[config.mk]
export PLATFORM = sky130hd
export DESIGN_NAME = bra_front
export DESIGN_NICKNAME = d
export VERILOG_FILES = /design/src/rtl/assert_macros.svh /design/src/rtl/bra_pkg.sv /design/src/rtl/bra_front.sv
export SDC_FILE = /design/constraint.sdc
export NUM_CORES = 1
export LEC_CHECK = 0
export BUFFER_PORTS_ARGS = -buffer_cell sky130_fd_sc_hd__buf_2
export CAP_MARGIN = 20
export CORE_MARGIN = 1
export CORE_UTILIZATION = 57
export DETAILED_ROUTE_END_ITERATION = 10
export GPL_ROUTABILITY_DRIVEN = 0
export PLACE_DENSITY = 0.85
export SLEW_MARGIN = 20
export SYNTH_ARGS = -nofsm -noshare
export SYNTH_HDL_FRONTEND = slang
export SYNTH_SLANG_ARGS = --single-unit
[constraint.sdc]
create_clock -name vclk -period 10.58
set_clock_uncertainty 0.05 [all_clocks]
set_input_delay 2.116 -clock vclk [all_inputs]
set_output_delay 2.116 -clock vclk [all_outputs]
set_load 0.03 [all_outputs]
[src/rtl/assert_macros.svh]
// Assertion helpers shared by several RTL files.
`ifndef ASSERT_MACROS_SVH
`define ASSERT_MACROS_SVH

// Same-cycle implication, disabled while reset is active.
`define BRA_ASSERT_IMP(lbl, ck, rn, ante, cons) \
	lbl: assert property (@(posedge ck) disable iff (!rn) (ante) |-> (cons)) \
		else $error("bond risk analytics: check failed");

// Next-cycle implication, disabled while reset is active.
`define BRA_ASSERT_NXT(lbl, ck, rn, ante, cons) \
	lbl: assert property (@(posedge ck) disable iff (!rn) (ante) |=> (cons)) \
		else $error("bond risk analytics: check failed");

`endif

[src/rtl/bra_pkg.sv]
// ----------------------------------------------------------------------------
// bra_pkg
// Types, constants and fixed-point helpers for the bond risk analytics block.
// ----------------------------------------------------------------------------
package bra_pkg;

	// Fixed scale factors of the analytics
	localparam logic [63:0] RATE_DEN     = 64'd200000;
	localparam logic [63:0] COUPON_DEN   = 64'd2000;
	localparam logic [63:0] REDEEM       = 64'd100;
	localparam logic [63:0] PRICE_SCALE  = 64'd1000000;
	localparam logic [63:0] PRICE_MAX    = 64'd1000000000;
	localparam logic [63:0] DUR_SCALE    = 64'd5000000000;
	localparam logic [63:0] DUR_MAX      = 64'd200000000;
	localparam logic [63:0] CONV_SCALE   = 64'd1000000000000;
	localparam logic [63:0] CONV_MAX     = 64'd1000000000;
	localparam logic [63:0] VALUE_MAX    = 64'h000F_FFFF_FFFF_FFFF;
	localparam logic [63:0] DV01_MAX     = 64'h0000_7FFF_FFFF_FFFF;
	localparam logic signed [18:0] BUMP_MILLI = 19'sd10;

	// Shared arithmetic unit
	typedef enum logic [1:0] {A_IDLE, A_MUL, A_DIV, A_FIN} bra_astate_t;
	typedef enum logic {OP_MUL, OP_DIV} bra_aop_t;

	typedef struct packed {
		logic     start;
		bra_aop_t op;
	} bra_areq_t;

	typedef struct packed {
		logic busy;
		logic done;
	} bra_asts_t;

	// One classified bond, as queued between front and back
	typedef struct packed {
		logic [14:0]        coupon;
		logic signed [15:0] ymilli;
		logic signed [17:0] shock_milli;
		logic [7:0]         periods;
		logic [44:0]        fu;
		logic               short_pos;
	} bra_job_t;

	// Back-end sequencer
	typedef enum logic [3:0] {
		B_IDLE, B_CDIV, B_DDIV, B_LOOP, B_MDF, B_MPV, B_ACC, B_MFIN, B_NEXT,
		B_POST, B_OUT
	} bra_bstate_t;

	typedef enum logic [2:0] {
		PS_PRICE, PS_MV, PS_DV01, PS_PNL, PS_DURM, PS_DURD, PS_CONVM, PS_CONVD
	} bra_post_t;

	// round(p / 2^sh), saturating at 64 bits
	function automatic logic [63:0] mul_round(input logic [127:0] p, input int unsigned sh);
		logic [128:0] s;
		logic [128:0] t;
		s = {1'b0, p} + (129'd1 << (sh - 1));
		t = s >> sh;
		return (|t[128:64]) ? '1 : t[63:0];
	endfunction

	// Saturating 64-bit add
	function automatic logic [63:0] sat_add(input logic [63:0] a, input logic [63:0] b);
		logic [64:0] s;
		s = {1'b0, a} + {1'b0, b};
		return s[64] ? '1 : s[63:0];
	endfunction

	// Signed pack of a magnitude, clamped to the output range
	function automatic logic [63:0] pack_signed(input logic neg, input logic [63:0] mag,
			input logic [63:0] maxpos);
		logic [63:0] m;
		if (neg) begin
			m = (mag > maxpos + 64'd1) ? maxpos + 64'd1 : mag;
			return 64'd0 - m;
		end else begin
			return (mag > maxpos) ? maxpos : mag;
		end
	endfunction

endpackage

[src/rtl/bra_front.sv]
// ----------------------------------------------------------------------------
// bra_front
// Accepts bonds, clamps maturity, forms face times position and the shock.
// ----------------------------------------------------------------------------
module bra_front import bra_pkg::*; #(
	parameter int unsigned MAX_PERIODS = 200
) (
	input  logic               in_valid,
	output logic               in_stall,
	input  logic [14:0]        coupon_milli_pct,
	input  logic signed [15:0] yield_milli_pct,
	input  logic [7:0]         half_years,
	input  logic [26:0]        face_amount,
	input  logic signed [17:0] units_held,
	input  logic signed [12:0] shock_bps,
	input  logic               q_full,
	output logic               push,
	output bra_job_t           job
);

	localparam int unsigned PCLAMP = (MAX_PERIODS > 255) ? 255 : MAX_PERIODS;

	logic [17:0]        umag;
	logic signed [17:0] sx;

	// Hold the source while the queue is full
	assign in_stall = q_full;
	assign push     = in_valid && !q_full;

	// Classify one bond
	always_comb begin
		umag = units_held[17] ? 18'(-units_held) : 18'(units_held);
		sx   = 18'(shock_bps);
		job.coupon      = coupon_milli_pct;
		job.ymilli      = yield_milli_pct;
		job.shock_milli = (sx <<< 3) + (sx <<< 1);
		job.fu          = 45'(face_amount) * 45'(umag);
		job.short_pos   = units_held[17];
		if (half_years == 8'd0) begin
			job.periods = 8'd1;
		end else if (half_years > PCLAMP[7:0]) begin
			job.periods = PCLAMP[7:0];
		end else begin
			job.periods = half_years;
		end
	end

endmodule

**Word level (Yosys, flattened, before mapping)**

Index checks and enable logic that the tools add are counted.

- Register bits: 0
- Output and inout bits: 105
- Input port bits: 99

- Reductions and logical operators: 3
- Magnitude comparators: 1
- Mux-type cells: 3
- $mul: 1
- Add/sub/neg operators: 2

Operator list:

| cell | count |
|---|---|
| 27-bit by 18-bit multiplier with 45-bit output | 1 |
| 18-bit two-way mux | 1 |
| 18-bit negation | 1 |
| 16-bit by 14-bit adder with 17-bit output | 1 |
| 8-bit two-way mux | 2 |
| 8-bit greater-than comparator, second input constant | 1 |
| 8-bit zero test | 1 |
| 1-bit logical AND | 1 |
| 1-bit zero test | 1 |

**Longest topological paths before layout**

- Depth after elaboration: 3
- Gate-level depth with buffers: 32
- Depth with buffers taken out: 28

**Least setup slack after synthesis**

OpenSTA, ideal clock, no wires.

- Path type: input to output
- Start: input units_held[0]
- End: output job[35] (netlist bit)
- Arrival time: 9.698 ns
- Data required time: 8.414 ns
- Stages: 29
- Path slack: -1.284 ns
- Path buffers: 4
- Cells stage by stage: clkbuf_1 clkbuf_1 inv_1 ha_1 nand2b_1 or4_4 o21ai_0 xnor2_1 clkbuf_1 nand2_1 fa_1 inv_1 fa_1 inv_1 fa_1 inv_1 fa_1 fa_1 inv_1 fa_1 inv_1 ha_1 clkbuf_1 a21boi_0 o221ai_1 a311oi_1 o21ai_0 and4b_1 a311oi_1

RTL lines:

| element | RTL line | text |
|---|---|---|
| start: declaration | bra_front.sv:14 | `input logic signed [17:0] units_held,` |
| end: declaration | bra_front.sv:18 | `output bra_job_t job` |

==> key figures <==
Floorplan
  – Core Box Area: 28,900 µm²
  – Die Span Y: 174 µm
  – Rows: between 60 and 70
  – Die extent in x: 174 µm
  – Die area: 30,400 µm²
  – Initial Util: 58.6%
  – Io pins: 204

Global routing
  – Initial antenna violation count: 6
  – Global-route wire length before repair: roughly 96,000 µm
  – Vias in the first global route: 18,800
  – GRT Util Overall: 40.7%
  – Largest net degree at the start of global routing: 28
  – Remaining Overflow, GRT: 0

Placement
  – Post-DP HPWL: 41,900 µm
  – Place WS: -1340 ps
  – Port Buf Inserts: 141
  – Dpl cell area: 20,000 µm²

Critical path
  – CP dominant cell by count: fa_1
  – Worst path slowest cell: nor4_2
  – CP arrival: around 10,000 ps
  – Crit end category: primary output
  – CP startpoint kind: input pin
  – Peak per-stage delay on the critical path: between 900 and 1000 ps
  – Crit Path Class: in -> out
  – Crit path max fanout: 15
  – CP required: 8410 ps
  – Worst-path cell chain: buf_6 > or4_4 > or4_4 > nand2b_4 > buf_4 > nor4b_4 > buf_12 > buf_4 > nand2_1 > fa_1 > fa_1 > fa_1 > fa_1 > fa_1 > fa_1 > inv_1 > ha_4 > nand2_1 > buf_4 > nor4_2 > a21bo_4 > nand4_1 > o311a_1 > buf_6

Timing
  – Final count of negative-setup-slack endpoints: 32
  – Final worst slack: -1930 ps
  – Final hold violations: 0
  – RSZ-0062 raised after global routing: yes
  – Slew margin rel.: 21.7%
  – Max Clk Rate: about 80 MHz
  – Tmin final: 12,510 ps
  – Tcrit/Tclk final: 118%
  – Worst Tran Pin Value: approximately 1200 ps
  – Hold Slack: ~4200 ps
  – Max Slew Vio Count: 0

Layout
  – Layout clock buffer count: 0
  – Most frequent cells in the layout: inv_1 (480), fa_1 (388), nand2_1 (370)
  – Final Instance Area: ~22,000 µm²
  – Commonest non-fill, non-tap cell in the layout: inv_1
  – Multi-input logic area: between 15,000 and 20,000 µm²
  – Seq cells: 0
  – Layout area overhead: 29.2%
  – Register area: 0 µm²
  – Fin util: 75.7%
  – Nets@finish: 2,988
  – Fill cells: ~1,600
  – Layout cells sized above 1: 28.2%

Outcome
  – Status: finished, violations left
  – Failing checks: setup timing

Yosys
  – Synth area leaders: fa_1 (47%), inv_1 (11%), ha_1 (9.7%), nand2_1 (8.7%), and2_1 (5.4%)
  – Top cell type by total area after synthesis: fa_1
  – Mapped Area: about 17,000 µm²
  – Yosys warns: 0
  – Synthesized instance count: 2,054
  – Synth top area share: 47.4%
  – Syn Nets: around 2,700
  – Synth unique cells: 61
  – Avg Inst Size Synth: 8.25 µm²
  – Seq/Total Area, Yosys: 0%

Detailed routing
  – Via count: roughly 18,000
  – Wire per inst: roughly 26 µm
  – 1st-pass router iterations: 6
  – WL final: 70,700 µm
  – Via/cell ratio: about 6.4
  – DRT iter0 DRCs: 2,159
  – Post-route ant nets: 0
  – Drt drc: 0

Job
  – Max-Cap Viols: 0

Hold path
  – Worst hold path type: in -> out

CTS
  – Post-cts hold buffer count: 0
## synthesized netlist by cell type, types with 5 or more instances
library cell / number
fa_1: 401
or3_1: 5
nor2_1: 30
buf_4: 38
nor2b_1: 7
o21a_1: 11
a31oi_1: 7
clkbuf_1: 81
xnor2_1: 41
xor2_1: 15
nand2_1: 391
a311oi_1: 5
nor4_1: 6
o21bai_1: 11
o211ai_1: 5
a21oi_1: 55
buf_1: 15
ha_1: 132
nor3_1: 11
a21o_1: 16
and2_1: 147
nand2b_1: 6
inv_1: 504
o21ai_0: 35
nand3_1: 6
nand4_1: 10
o31ai_1: 5
## path summary, 6_finish.rpt
kind	slack, ps	cells after the start	to	start
worst max-delay path	-1930	24	job[38]	units_held[6]
worst min-delay path	4180	0	job[76]	yield_milli_pct[4]
## cell families after synthesis
family / count (synthesis) / synth area share [%]
simple gates: 633 / 17.3
fa+ha+maj: 533 / 57.1
mux: 4 / 0.258
compound gates: 183 / 7.13
other cells: 1 / 0.0221
xor+xnor: 57 / 2.99
buf+inv: 643 / 15.2
## cell type report
| type | instances | area share [%] |
|---|---|---|
| timing repair buffer | 438 | 16.3 |
| tap | 384 | 2.19 |
| inverter | 504 | 8.64 |
| multi-input combinational | 1412 | 72.9 |
| antenna | 3 | 0.0343 |
## per-layer routing
metal	track usage [%]	part of all wire [%]
met2	69.2	45
met4	35.1	12
met1	43.0	28
met3	8.62	14
met5	0	0.065
## stage by stage
| step | instances | setup TNS [ps] |
|---|---|---|
| final | 2741 | -38630 |
| after global routing | 2739 | -40350 |
| after CTS | 2712 | -19750 |
| after detailed placement | 2683 | -26290 |
| after global placement | 2683 | -21660 |
| after floorplan | 2054 | -6730 |
## worst max-delay path: cells and delay by family
kind,cells,cell delay (ps)
buffers and inverters,7,1060
AO/OA/AOI/OAI,2,480
adder cells (fa/ha/maj),7,3600
AND/OR/NAND/NOR,8,3050
## timing repair
action,4_1_cts,5_1_grt
setup endpoints to repair,31,32
buffers inserted,26,28
resized for setup,230,77
cloned,3,1
pin swaps,60,57
Power is left out: the tool's default activity adds up to more than one toggle a clock period on the data nets, which glitch-free logic cannot reach.
