<file path="config.mk">
export PLATFORM = sky130hd
export DESIGN_NAME = bra_queue
export DESIGN_NICKNAME = d
export VERILOG_FILES = /design/src/rtl/bra_pkg.sv /design/src/rtl/bra_queue.sv
export VERILOG_INCLUDE_DIRS = /design/src /design/src/rtl
export SDC_FILE = /design/constraint.sdc
export NUM_CORES = 1
export LEC_CHECK = 0
export ABC_AREA = 1
export BUFFER_PORTS_ARGS = -buffer_cell sky130_fd_sc_hd__clkbuf_2
export CORE_MARGIN = 1
export CORE_UTILIZATION = 50
export DETAILED_ROUTE_END_ITERATION = 8
export PLACE_DENSITY = 0.73
export SLEW_MARGIN = 20
export SYNTH_ARGS = -nofsm -noshare
export SYNTH_HDL_FRONTEND = slang
export SYNTH_SLANG_ARGS = --single-unit
</file>
<file path="constraint.sdc">
create_clock -name clk -period 12.54 [get_ports clk]
set_input_delay 2.508 -clock clk [delete_from_list [all_inputs] [get_ports clk]]
set_output_delay 2.508 -clock clk [all_outputs]
set_load 0.01 [all_outputs]
</file>
<file path="src/rtl/assert_macros.svh">
// Assertion helpers shared by several RTL files.
`ifndef ASSERT_MACROS_SVH
`define ASSERT_MACROS_SVH

// Same-cycle implication, disabled while reset is active.
`define BRA_ASSERT_IMP(lbl, ck, rn, ante, cons) \
	lbl: assert property (@(posedge ck) disable iff (!rn) (ante) |-> (cons)) \
		else $error("bond risk analytics: check failed");

// Next-cycle implication, disabled while reset is active.
`define BRA_ASSERT_NXT(lbl, ck, rn, ante, cons) \
	lbl: assert property (@(posedge ck) disable iff (!rn) (ante) |=> (cons)) \
		else $error("bond risk analytics: check failed");

`endif

</file>
<file path="src/rtl/bra_pkg.sv">
// ----------------------------------------------------------------------------
// bra_pkg
// Types, constants and fixed-point helpers for the bond risk analytics block.
// ----------------------------------------------------------------------------
package bra_pkg;

	// Fixed scale factors of the analytics
	localparam logic [63:0] RATE_DEN     = 64'd200000;
	localparam logic [63:0] COUPON_DEN   = 64'd2000;
	localparam logic [63:0] REDEEM       = 64'd100;
	localparam logic [63:0] PRICE_SCALE  = 64'd1000000;
	localparam logic [63:0] PRICE_MAX    = 64'd1000000000;
	localparam logic [63:0] DUR_SCALE    = 64'd5000000000;
	localparam logic [63:0] DUR_MAX      = 64'd200000000;
	localparam logic [63:0] CONV_SCALE   = 64'd1000000000000;
	localparam logic [63:0] CONV_MAX     = 64'd1000000000;
	localparam logic [63:0] VALUE_MAX    = 64'h000F_FFFF_FFFF_FFFF;
	localparam logic [63:0] DV01_MAX     = 64'h0000_7FFF_FFFF_FFFF;
	localparam logic signed [18:0] BUMP_MILLI = 19'sd10;

	// Shared arithmetic unit
	typedef enum logic [1:0] {A_IDLE, A_MUL, A_DIV, A_FIN} bra_astate_t;
	typedef enum logic {OP_MUL, OP_DIV} bra_aop_t;

	typedef struct packed {
		logic     start;
		bra_aop_t op;
	} bra_areq_t;

	typedef struct packed {
		logic busy;
		logic done;
	} bra_asts_t;

	// One classified bond, as queued between front and back
	typedef struct packed {
		logic [14:0]        coupon;
		logic signed [15:0] ymilli;
		logic signed [17:0] shock_milli;
		logic [7:0]         periods;
		logic [44:0]        fu;
		logic               short_pos;
	} bra_job_t;

	// Back-end sequencer
	typedef enum logic [3:0] {
		B_IDLE, B_CDIV, B_DDIV, B_LOOP, B_MDF, B_MPV, B_ACC, B_MFIN, B_NEXT,
		B_POST, B_OUT
	} bra_bstate_t;

	typedef enum logic [2:0] {
		PS_PRICE, PS_MV, PS_DV01, PS_PNL, PS_DURM, PS_DURD, PS_CONVM, PS_CONVD
	} bra_post_t;

	// round(p / 2^sh), saturating at 64 bits
	function automatic logic [63:0] mul_round(input logic [127:0] p, input int unsigned sh);
		logic [128:0] s;
		logic [128:0] t;
		s = {1'b0, p} + (129'd1 << (sh - 1));
		t = s >> sh;
		return (|t[128:64]) ? '1 : t[63:0];
	endfunction

	// Saturating 64-bit add
	function automatic logic [63:0] sat_add(input logic [63:0] a, input logic [63:0] b);
		logic [64:0] s;
		s = {1'b0, a} + {1'b0, b};
		return s[64] ? '1 : s[63:0];
	endfunction

	// Signed pack of a magnitude, clamped to the output range
	function automatic logic [63:0] pack_signed(input logic neg, input logic [63:0] mag,
			input logic [63:0] maxpos);
		logic [63:0] m;
		if (neg) begin
			m = (mag > maxpos + 64'd1) ? maxpos + 64'd1 : mag;
			return 64'd0 - m;
		end else begin
			return (mag > maxpos) ? maxpos : mag;
		end
	endfunction

endpackage

</file>
<file path="src/rtl/bra_queue.sv">
// ----------------------------------------------------------------------------
// bra_queue
// Two-entry queue of classified bonds between front and back.
// ----------------------------------------------------------------------------
`include "assert_macros.svh"
module bra_queue import bra_pkg::*; (
	input  logic     clk,
	input  logic     arst_n,
	input  logic     push,
	input  bra_job_t wr_job,
	input  logic     pop,
	output logic     full,
	output logic     empty,
	output bra_job_t rd_job
);

	bra_job_t   mem_q [2];
	logic       wr_ptr_q;
	logic       rd_ptr_q;
	logic [1:0] cnt_q;

	assign full   = (cnt_q == 2'd2);
	assign empty  = (cnt_q == 2'd0);
	assign rd_job = mem_q[rd_ptr_q];

	// Store on push
	always_ff @(posedge clk) begin
		if (push) begin
			mem_q[wr_ptr_q] <= wr_job;
		end
	end

	// Advance pointers and count
	always_ff @(posedge clk or negedge arst_n) begin
		if (!arst_n) begin
			wr_ptr_q <= 1'b0;
			rd_ptr_q <= 1'b0;
			cnt_q    <= 2'd0;
		end else begin
			if (push) begin
				wr_ptr_q <= ~wr_ptr_q;
			end
			if (pop) begin
				rd_ptr_q <= ~rd_ptr_q;
			end
			cnt_q <= cnt_q + 2'(push) - 2'(pop);
		end
	end

	`BRA_ASSERT_IMP(a_q_count_range, clk, arst_n, 1'b1, cnt_q <= 2'd2)
	`BRA_ASSERT_IMP(a_q_pop_nonempty, clk, arst_n, pop, !empty)
	`BRA_ASSERT_IMP(a_q_ptrs_empty, clk, arst_n, cnt_q == 2'd0, wr_ptr_q == rd_ptr_q)

endmodule

</file>
-- Word-level counts from Yosys, hierarchy flattened
Memory sizes are Yosys's and may differ from the RTL's.
Index checks and enable logic that the tools add are counted.
- memories: 1
- word-level logic and storage cells: 12
- bits in writable memories: 206
- output and inout port bits: 105
- bits in registers: 4
- bitwise operators: 2
- eq/ne operators: 1
- muxes and demuxes: 2
- reductions and logical operators: 1
- $add $sub $neg: 2
- memory list (memory ; depth ; bits a word ; read ports ; clocked after Yosys merged registers in ; wr ports ; line ; RTL):
    mem_q ; 2 ; 103 ; 1 ; 0 ; 1 ; bra_queue.sv:17 ; bra_job_t mem_q [2];
- operators by type and width (kind ; number):
    adder 2 x 1 -> 2 bit ; 1
    == test 2 bit (second input constant) ; 1
    logical NOT 2 bit ; 1
    two-way mux 1 bit ; 2
    NOT 1 bit ; 2
    subtractor 2 x 1 -> 2 bit ; 1

-- Logic depth before layout (Yosys ltp)
Gate-level depths: netlist of the first run.
- depth in word-level cells: 2
- depth in mapped cells: 7
- depth with buffers taken out: 7

-- Worst setup path before layout of the first run
OpenSTA, ideal clock, no wires.
- path kind: input port to flip-flop
- start point: input port push
- end point: memory mem_q[0][0] (netlist name) (enable)
- setup slack: 5.112 ns
- setup time: 0.569 ns
- arrival time: 6.859 ns
- buffers on the path: 0
- cell stages on the path: 2
- data required time: 11.971 ns
- cells stage by stage: inv_1 -> nor2_1
- cells in the longest elaborated chain, start to end: 2
- RTL lines (item ; line ; RTL):
    start: declaration ; bra_queue.sv:9 ; input logic push,
    two-way mux 1 bit ; bra_queue.sv:28 ; if (push) begin
    two-way mux 1 bit (not written as such) ; bra_queue.sv:29 ; mem_q[wr_ptr_q] <= wr_job;
    end: declaration ; bra_queue.sv:17 ;
Every way passes these cells.

==> summary.md, run 1 <==
In this run the cell area of the synthesized design comes to 0.007993 sq mm. The number of antenna-violating nets in the routed design was 0. Overall power consumption after layout is estimated at 2.222 mW. After layout, the minimum clock period comes to 5.455 ns. The worst setup path is launched from a flip-flop. Post-detailed-routing wire length: 14,360 microns.

The post-route clock period utilization is 0.4350, and the aggregate global-route resource usage is 0.1746. On the final layout, the worst hold slack is 0.5484 ns. The clock drives 210 sinks. The floorplan step defined a die boundary enclosing 0.01650 sq mm. The cell sitting at the root of the clock tree is a clkbuf_16. The logs give 4,717 for the routed via count and 0.50 ns for the worst-skew pair later-pin latency. When the netlist entered floorplanning its net count stood at 672.

The share of the yosys chip area belonging to registers was 0.7865; the count of H-tree levels built during CTS was 1. The via count of the first global-routing pass is 4,676, and the pre-CTS setup slack is 7.539 ns. Counting along the longest clock path gives a buffer depth of 3.

The worst hold path belongs to the class flip-flop to flip-flop. The kind of end point of the critical path was a primary output. The tools report the total leakage power as 4.246 nW.

Wire length of the first global-routing pass: 22,150 microns. The pre-antenna-repair detailed-routing pass consisted of 5 iterations. The async set or reset register ratio after synthesis works out to 0.01905.

The run finished with clean final reports. Counting flops with a built-in enable in the synthesized netlist gives 206. Setup repair after global routing left no endpoint under its margin. Averaged over all synthesized cells, the footprint is 14.20 sq um. The number of top-level pins was 212; the max-capacitance violation count was 0. The mean number of vias per cell works out to 4.694. During placement, the flow inserted port buffers numbering 211. Once layout is complete, the cells apart from fillers number 1,005. The setup TNS is 0 ns, and the worst-case headroom to the max-slew limit is 0.3411. Clock tree synthesis inserted a total of 22 buffers. The violation count after the first detailed-route iteration came out at 271.

After clock tree synthesis, the clock-pin slew on the worst setup and hold paths is 0.06 ns. The initial antenna violation count is 0. Data arrives at the worst endpoint at 2.95 ns.

For the placed cell area, the log shows 0.009144 sq mm. The floorplan step defined a core boundary enclosing 0.01543 sq mm. The run gives 45 as the row count. The ratio of cells with drive above 1 in the final layout is 0.3413, and the power density of the placed cells is 226.0 mW/mm^2.

Static timing analysis puts the maximum clock frequency at 0.1833 GHz. The final setup violation count was 0. Among all flip-flop cells after synthesis, the most frequent one is edfxtp_1. The remaining global-route overflow is 0. Synthesis inferred 210 register bits.

After clock tree synthesis, the repair step resized 0 gates. In this run, distinct cell masters in the synthesized netlist total 17. Entering global routing, the biggest net connects 117 pins. The commonest cells after synthesis are edfxtp_1, inv_1, nand2_1.

TritonCTS built the clock tree. At the end of routability-driven placement, the weighted congestion stood at 0.7439. In this run the worst path has a maximum fanout of 116. For this run, the post-layout net count is 888. The x dimension of the die was 128.4 microns. For the maximum ir drop on the vdd rail, the log shows 165.6 uV. The critical path required time came out at 10.03 ns. In the post-route analysis, the smallest setup slack over all paths is 7.085 ns. The area of all placed cells without fillers was 0.009829 sq mm; the routed length per placed instance was 14.28 microns. In this run the post-CTS setup repair buffer count came out at 0. The layout overhead on the synthesized area is 22.98%. After technology mapping, the gate count stands at 563. Largest clock skew in the final design: 0.02181 ns.

The quantity of hold-fixing buffers added after cts was 0; the area fraction of the dominant cell type after synthesis was 0.7740. Among all cell types in the netlist, the one instantiated most often is edfxtp_1. The effective utilization at floorplan was 0.5181. For the estimated wirelength of the detail-placed design, the log shows 9568 microns. By area the synthesized netlist is led by edfxtp_1, inv_1, nand2_1, o21ai_0, o21ai_2. The tools report the core occupancy in the finished layout as 0.6371. Height of the die: 128.4 microns. At the pin with the least slew margin, the transition time is 0.9884 ns.

Once placement completed, the tool counted placed cells totaling 966. The final number of hold-violating endpoints was 0. The tools report the filler cell count in the final layout as 1,188. Final number of max-transition violations: 0. The worst setup path is of the flip-flop to primary output kind. The tools report the count of synthesis-stage warnings from yosys as 0. The biggest area consumer among synthesized cells was edfxtp_1. The tools report the number of antenna repair diodes as 0. In the routed design, unresolved DRC markers number 0.
==> power by group <==
group	internal, mW	switching [mW]	total, mW	leakage, nW
clock network	0.364	0.248	0.612	0.332
logic	0.212	0.387	0.599	1.93
registers	0.933	0.0773	1.01	1.98
total	1.51	0.713	2.22	4.25
==> registers in the layout (all words and copies together) (netlist names) <==
| register | count |
|---|---|
| mem_q | 206 |
| wr_ptr_q | 1 |
| rd_ptr_q | 1 |
| cnt_q | 2 |
==> final cells by class <==
cell class | instances | area [sq um] | share of cell area
multi-input cells | 220 | 1089 | 0.1107
clock inverters | 12 | 116.4 | 0.01184
repair buffers | 215 | 1086 | 0.1105
inverters | 110 | 415.4 | 0.04226
clock buffers | 27 | 569.3 | 0.05792
flip-flops and latches | 210 | 6290 | 0.6399
well taps | 211 | 264.0 | 0.02686
==> per-layer routing <==
layer | GRT usage | wire length (microns) | vias to the layer above | part of all wire
met3 | 0.07277 | 1601 | 16 | 0.11
met5 | 0 | 0 | - | 0
met1 | 0.1977 | 5366 | 2186 | 0.37
met2 | 0.3027 | 7187 | 173 | 0.50
li1 | - | - | 2342 | -
met4 | 0.05121 | 200 | 0 | 0.014
==> final timing paths <==
check / start / endpoint / slack, ns / cells after the start
worst max register to register: wr_ptr_q / mem_q[1][63] / 10.37 / 3
max in group asynchronous: arst_n / rd_ptr_q / 10.60 / 1
min in group asynchronous: arst_n / wr_ptr_q / 1.80 / 1
worst min register to register: wr_ptr_q / wr_ptr_q / 0.55 / 1
worst min-delay path: wr_ptr_q / wr_ptr_q / 0.55 / 1
worst max-delay path: rd_ptr_q / rd_job[52] / 7.09 / 3
==> critical path: stages, from the launching register on <==
cell and delay, ns:
dfrtp_4 1.05, buf_4 0.88, o21ai_0 0.28, clkbuf_2 0.19
==> kinds of logic after synthesis <==
| family | count (synthesis) | synth area share |
|---|---|---|
| adders and majority gates | 2 | 0.003130 |
| AOI/OAI and AO/OA | 103 | 0.07671 |
| DFF | 210 | 0.7865 |
| xor gates and xnor gates | 2 | 0.002192 |
| buffers and inverters | 133 | 0.07827 |
| and+or+nand+nor | 113 | 0.05322 |
==> cell usage in the layout, fill, tap and decap left out <==
master | netlist | routed
clkbuf_2 | 0 | 211
edfxtp_1 | 206 | 206
inv_1 | 110 | 109
nand2_1 | 109 | 109
o21ai_0 | 66 | 66
o21ai_2 | 26 | 26
clkbuf_16 | 0 | 22
o21ai_1 | 11 | 11
clkinv_1 | 0 | 7
clkbuf_1 | 6 | 5
buf_4 | 2 | 4
dfrtp_1 | 4 | 3
nor2_1 | 3 | 2
xor2_1 | 2 | 2
ha_1 | 2 | 2
bufinv_16 | 0 | 2
nand3_1 | 1 | 1
inv_4 | 0 | 1
nor2_4 | 0 | 1
clkinv_8 | 0 | 1
clkinv_2 | 0 | 1
inv_6 | 0 | 1
dfrtp_4 | 0 | 1
Note: power is estimated with default switching activity, not from simulation.
==> inputs of run 2 (changes only) <==
Settings changed: CORE_UTILIZATION 50 to 47, PLACE_DENSITY 0.73 to 0.72.
Clock period 12.54 ns to 4.7 ns, I/O delays scaled along.
==> run 2 against run 1 <==
Effect of this change: design area about the same; setup slack worse by 5.6 ns; critical endpoint is now rd_job[22]; die area increased by 6.3%; via count down 0.51%; power grew to 2.6 times the previous value; register-to-register slack worse by 7.6 ns; sequential share of layout area barely moved; first-iteration DRC count fell by 18%; cell count up 0.80%; critical path type unchanged; largest cell class unchanged; wire length shrank 2.3%.
==> summary.md, run 2 (synthesized netlist as in run 1, its figures left out) <==
The flow ran to the end, and the final reports show no timing, DRC or antenna violations. The final number of max-transition violations is 0 (unchanged), and the critical path required time is 3.76 ns (-6.27 ns). The data arrival time at the worst-slack endpoint is 2.30 ns (-0.65 ns). The number of input and output port buffers inserted is 211 (unchanged). The maximum operating frequency was 0.3090 GHz. Setup repair after global routing left no endpoint under its margin. The tools report the critical path endpoint as rd_job[22]. The kind of cell adding the most delay to the critical path was flip-flops. The wire length of the first global-routing pass was 21,830 microns (-1.4%); the number of antenna-violating nets in the routed design was 0 (unchanged). The buffer count from post-CTS setup fixing came out at 0 (unchanged). The biggest cell delay along the critical path is 0.85 ns (-0.20 ns). The mean number of vias per cell came out at 4.633 (-1.3%). STA classifies the critical path startpoint as a flip-flop.

Sum of met3 wire segment lengths after detailed routing: 1289 microns (-19%). The final setup violation count was 0 (unchanged). The number of clock sinks was 210 (unchanged). The run gives 212 (unchanged) as the number of top-level pins. The class of the most critical hold timing path was primary input to async pin. The total leakage power came out at 4.239 nW (-0.16%). The critical path starts at rd_ptr_q. The register-to-register path setup slack was 2.73 ns (-7.64 ns). The largest registers in the layout are mem_q x206, cnt_q x2.

In this run the top signal layer used is met4. The most frequent standard cell in the layout excluding fill and tap cells was clkbuf_2. The worst reg2reg path endpoint is mem_q[1][66]. The power density of the placed cells came out at 597.1 mW/mm^2 (+160%). The highest fanout seen on the critical path is 58 (-50%), and the number of placed instances, taps included is 976 (+1.0%). The transition time at the pin with the least slew margin is 0.9032 ns (-0.08522 ns).

For the number of cells upsized or downsized after cts, the log shows 0 (unchanged). The number of iterations in the first detailed-routing pass was 4 (-1); the worst-skew pair later-pin latency was 0.48 ns (-0.02 ns). The logs give 1.464 ns (-5.622 ns) for the worst path setup slack after routing and 0.7727 (+3.9%) for the routability congestion estimate from global placement. The clock period minus final worst setup slack was 3.236 ns. The initial antenna violation count is 0 (unchanged).

The layout overhead on the synthesized area was 22.96% (about the same); the routed length per placed instance was 13.85 microns (-3.1%). The logic depth of the worst path, buffers included is 4 (+1). The aggregate global-route resource usage came out at 0.1608 (-0.01380).

Height of the die: 132.4 microns (+3.1%). The maximum ir drop on the vdd rail came out at 389.8 uV (+140%). The run gives 1 (unchanged) as the count of H-tree levels built during CTS. The quantity of hold-fixing buffers added after cts came out at 0 (unchanged).

The wire length on met1 was 5733 microns (+6.8%); the pre-CTS setup slack was 1.946 ns (-5.593 ns). The final number of hold-violating endpoints came out at 0 (unchanged). The number of antenna repair diodes was 0 (unchanged). The max-capacitance violation count is 0 (unchanged). The largest clock skew in the final design was 0.008136 ns (-0.01367 ns); the row count was 47 (+4.4%). The post-route clock period utilization is 0.6886, and the flip-flop count of the largest register after layout is 206 (unchanged).

Among all stages on the critical path, the largest delay is contributed by dfrtp_4. The estimated wirelength of the detail-placed design was 9010 microns (-5.8%). The run gives 0.5927 (-0.04449) as the core occupancy in the finished layout. By startpoint and endpoint, the worst setup path is classified as flip-flop to primary output. Counting flops per register, the top entry is mem_q. TritonCTS built the clock tree.

The routed via count was 4,693 (-0.51%). In this run the critical register-to-register path is launched from wr_ptr_q. For the buffer levels on the longest clock path, the log shows 3 (unchanged). The met2 routed wirelength is 6670 microns (-7.2%). The maximum number of pins on one net before global-route repair came out at 104 (-11%). For the post-detailed-routing wire length, the log shows 14,030 microns (-2.3%).

STA classifies the critical path endpoint as a primary output. The tree is rooted in a clkbuf_16. The logs give 4,442 (-5.0%) for the via count of the first global-routing pass and 888 (unchanged) for the final net count.

For the setup TNS, the log shows 0 ns (unchanged). The die area is 0.01753 sq mm (+6.3%), and the worst path buffer plus inverter count is 2 (unchanged). The top cell types in the final layout, fill and taps aside, are clkbuf_2, edfxtp_1, inv_1, nand2_1, o21ai_0.

The final instance count without filler cells was 1,013 (+0.80%). The worst-case headroom to the max-slew limit was 0.3979 (+0.05681); the depth of the most critical reg-to-reg path was 3 (unchanged). The DRC violation count after routing was 0 (unchanged).

Traced cell by cell, the critical path runs through buf_4, nand2_1, o21ai_0, clkbuf_2. The tools report the effective utilization at floorplan as 0.4820 (-0.03612). The CTS clock-pin slew for the worst setup and hold paths was 0.06 ns (about the same); the x dimension of the die was 132.4 microns (+3.1%). The ratio of cells with drive above 1 in the final layout was 0.3405 (-0.0008306). The area of the core came out at 0.01658 sq mm (+7.5%). The violation count after the first detailed-route iteration was 222 (-18%). The remaining global-route overflow was 0 (unchanged). For the number of buffers created by CTS, the log shows 21 (-4.5%).
-- run 2: cell count changes in the layout (fill, tap and decap cells not counted) --
cell	before	now
clkbuf_16	22	21
clkinv_8	1	0
inv_6	1	0
clkinv_2	1	2
buf_12	0	2
buf_4	4	3
-- run 2: power breakdown --
part | internal [mW] | total (mW) | leakage (nW) | switching [mW]
clock | 0.926 | 1.56 | 0.312 | 0.632
combinational | 0.583 | 1.66 | 1.95 | 1.07
sequential | 2.49 | 2.65 | 1.98 | 0.166
total | 4.00 | 5.87 | 4.24 | 1.87
-- run 2: layout make-up --
cell class                      instances  area [sq um]
Clock inverter                         11         96.34
Sequential cell                       210          6290
Inverter                              110         415.4
Tap cell                              220         275.3
Fill cell                            1307          6755
Timing Repair Buffer                  216          1119
Clock buffer                           26         544.3
Multi-Input combinational cell        220          1089
-- run 2: how the worst min path moves through the flow --
stage | endpoint | cells past startpoint | start
2_1_floorplan | wr_ptr_q | 1 | wr_ptr_q
3_3_place_gp | wr_ptr_q | 1 | wr_ptr_q
3_5_place_dp | wr_ptr_q | 1 | wr_ptr_q
4_1_cts | cnt_q[0] | 1 | arst_n
5_1_grt | cnt_q[0] | 1 | arst_n
6_report | cnt_q[0] | 1 | arst_n
-- run 2: layer usage --
| metal | up-vias | global-route usage |
|---|---|---|
| li1 | 2332 | - |
| met1 | 2156 | 0.1997 |
| met2 | 175 | 0.2667 |
| met3 | 30 | 0.05306 |
| met4 | 0 | 0.05172 |
| met5 | - | 0 |
-- run 2: per-stage QoR --
step                      area, sq um  total power [mW]  hold WS [ns]
after global placement           9188             4.356        0.5285
after global routing             9828             6.204        0.2582
after detailed placement         9188             4.384        0.5295
after floorplan                  7995             3.803        0.4810
after CTS                        9828             5.962        0.2464
final                            9828             5.869        0.2683
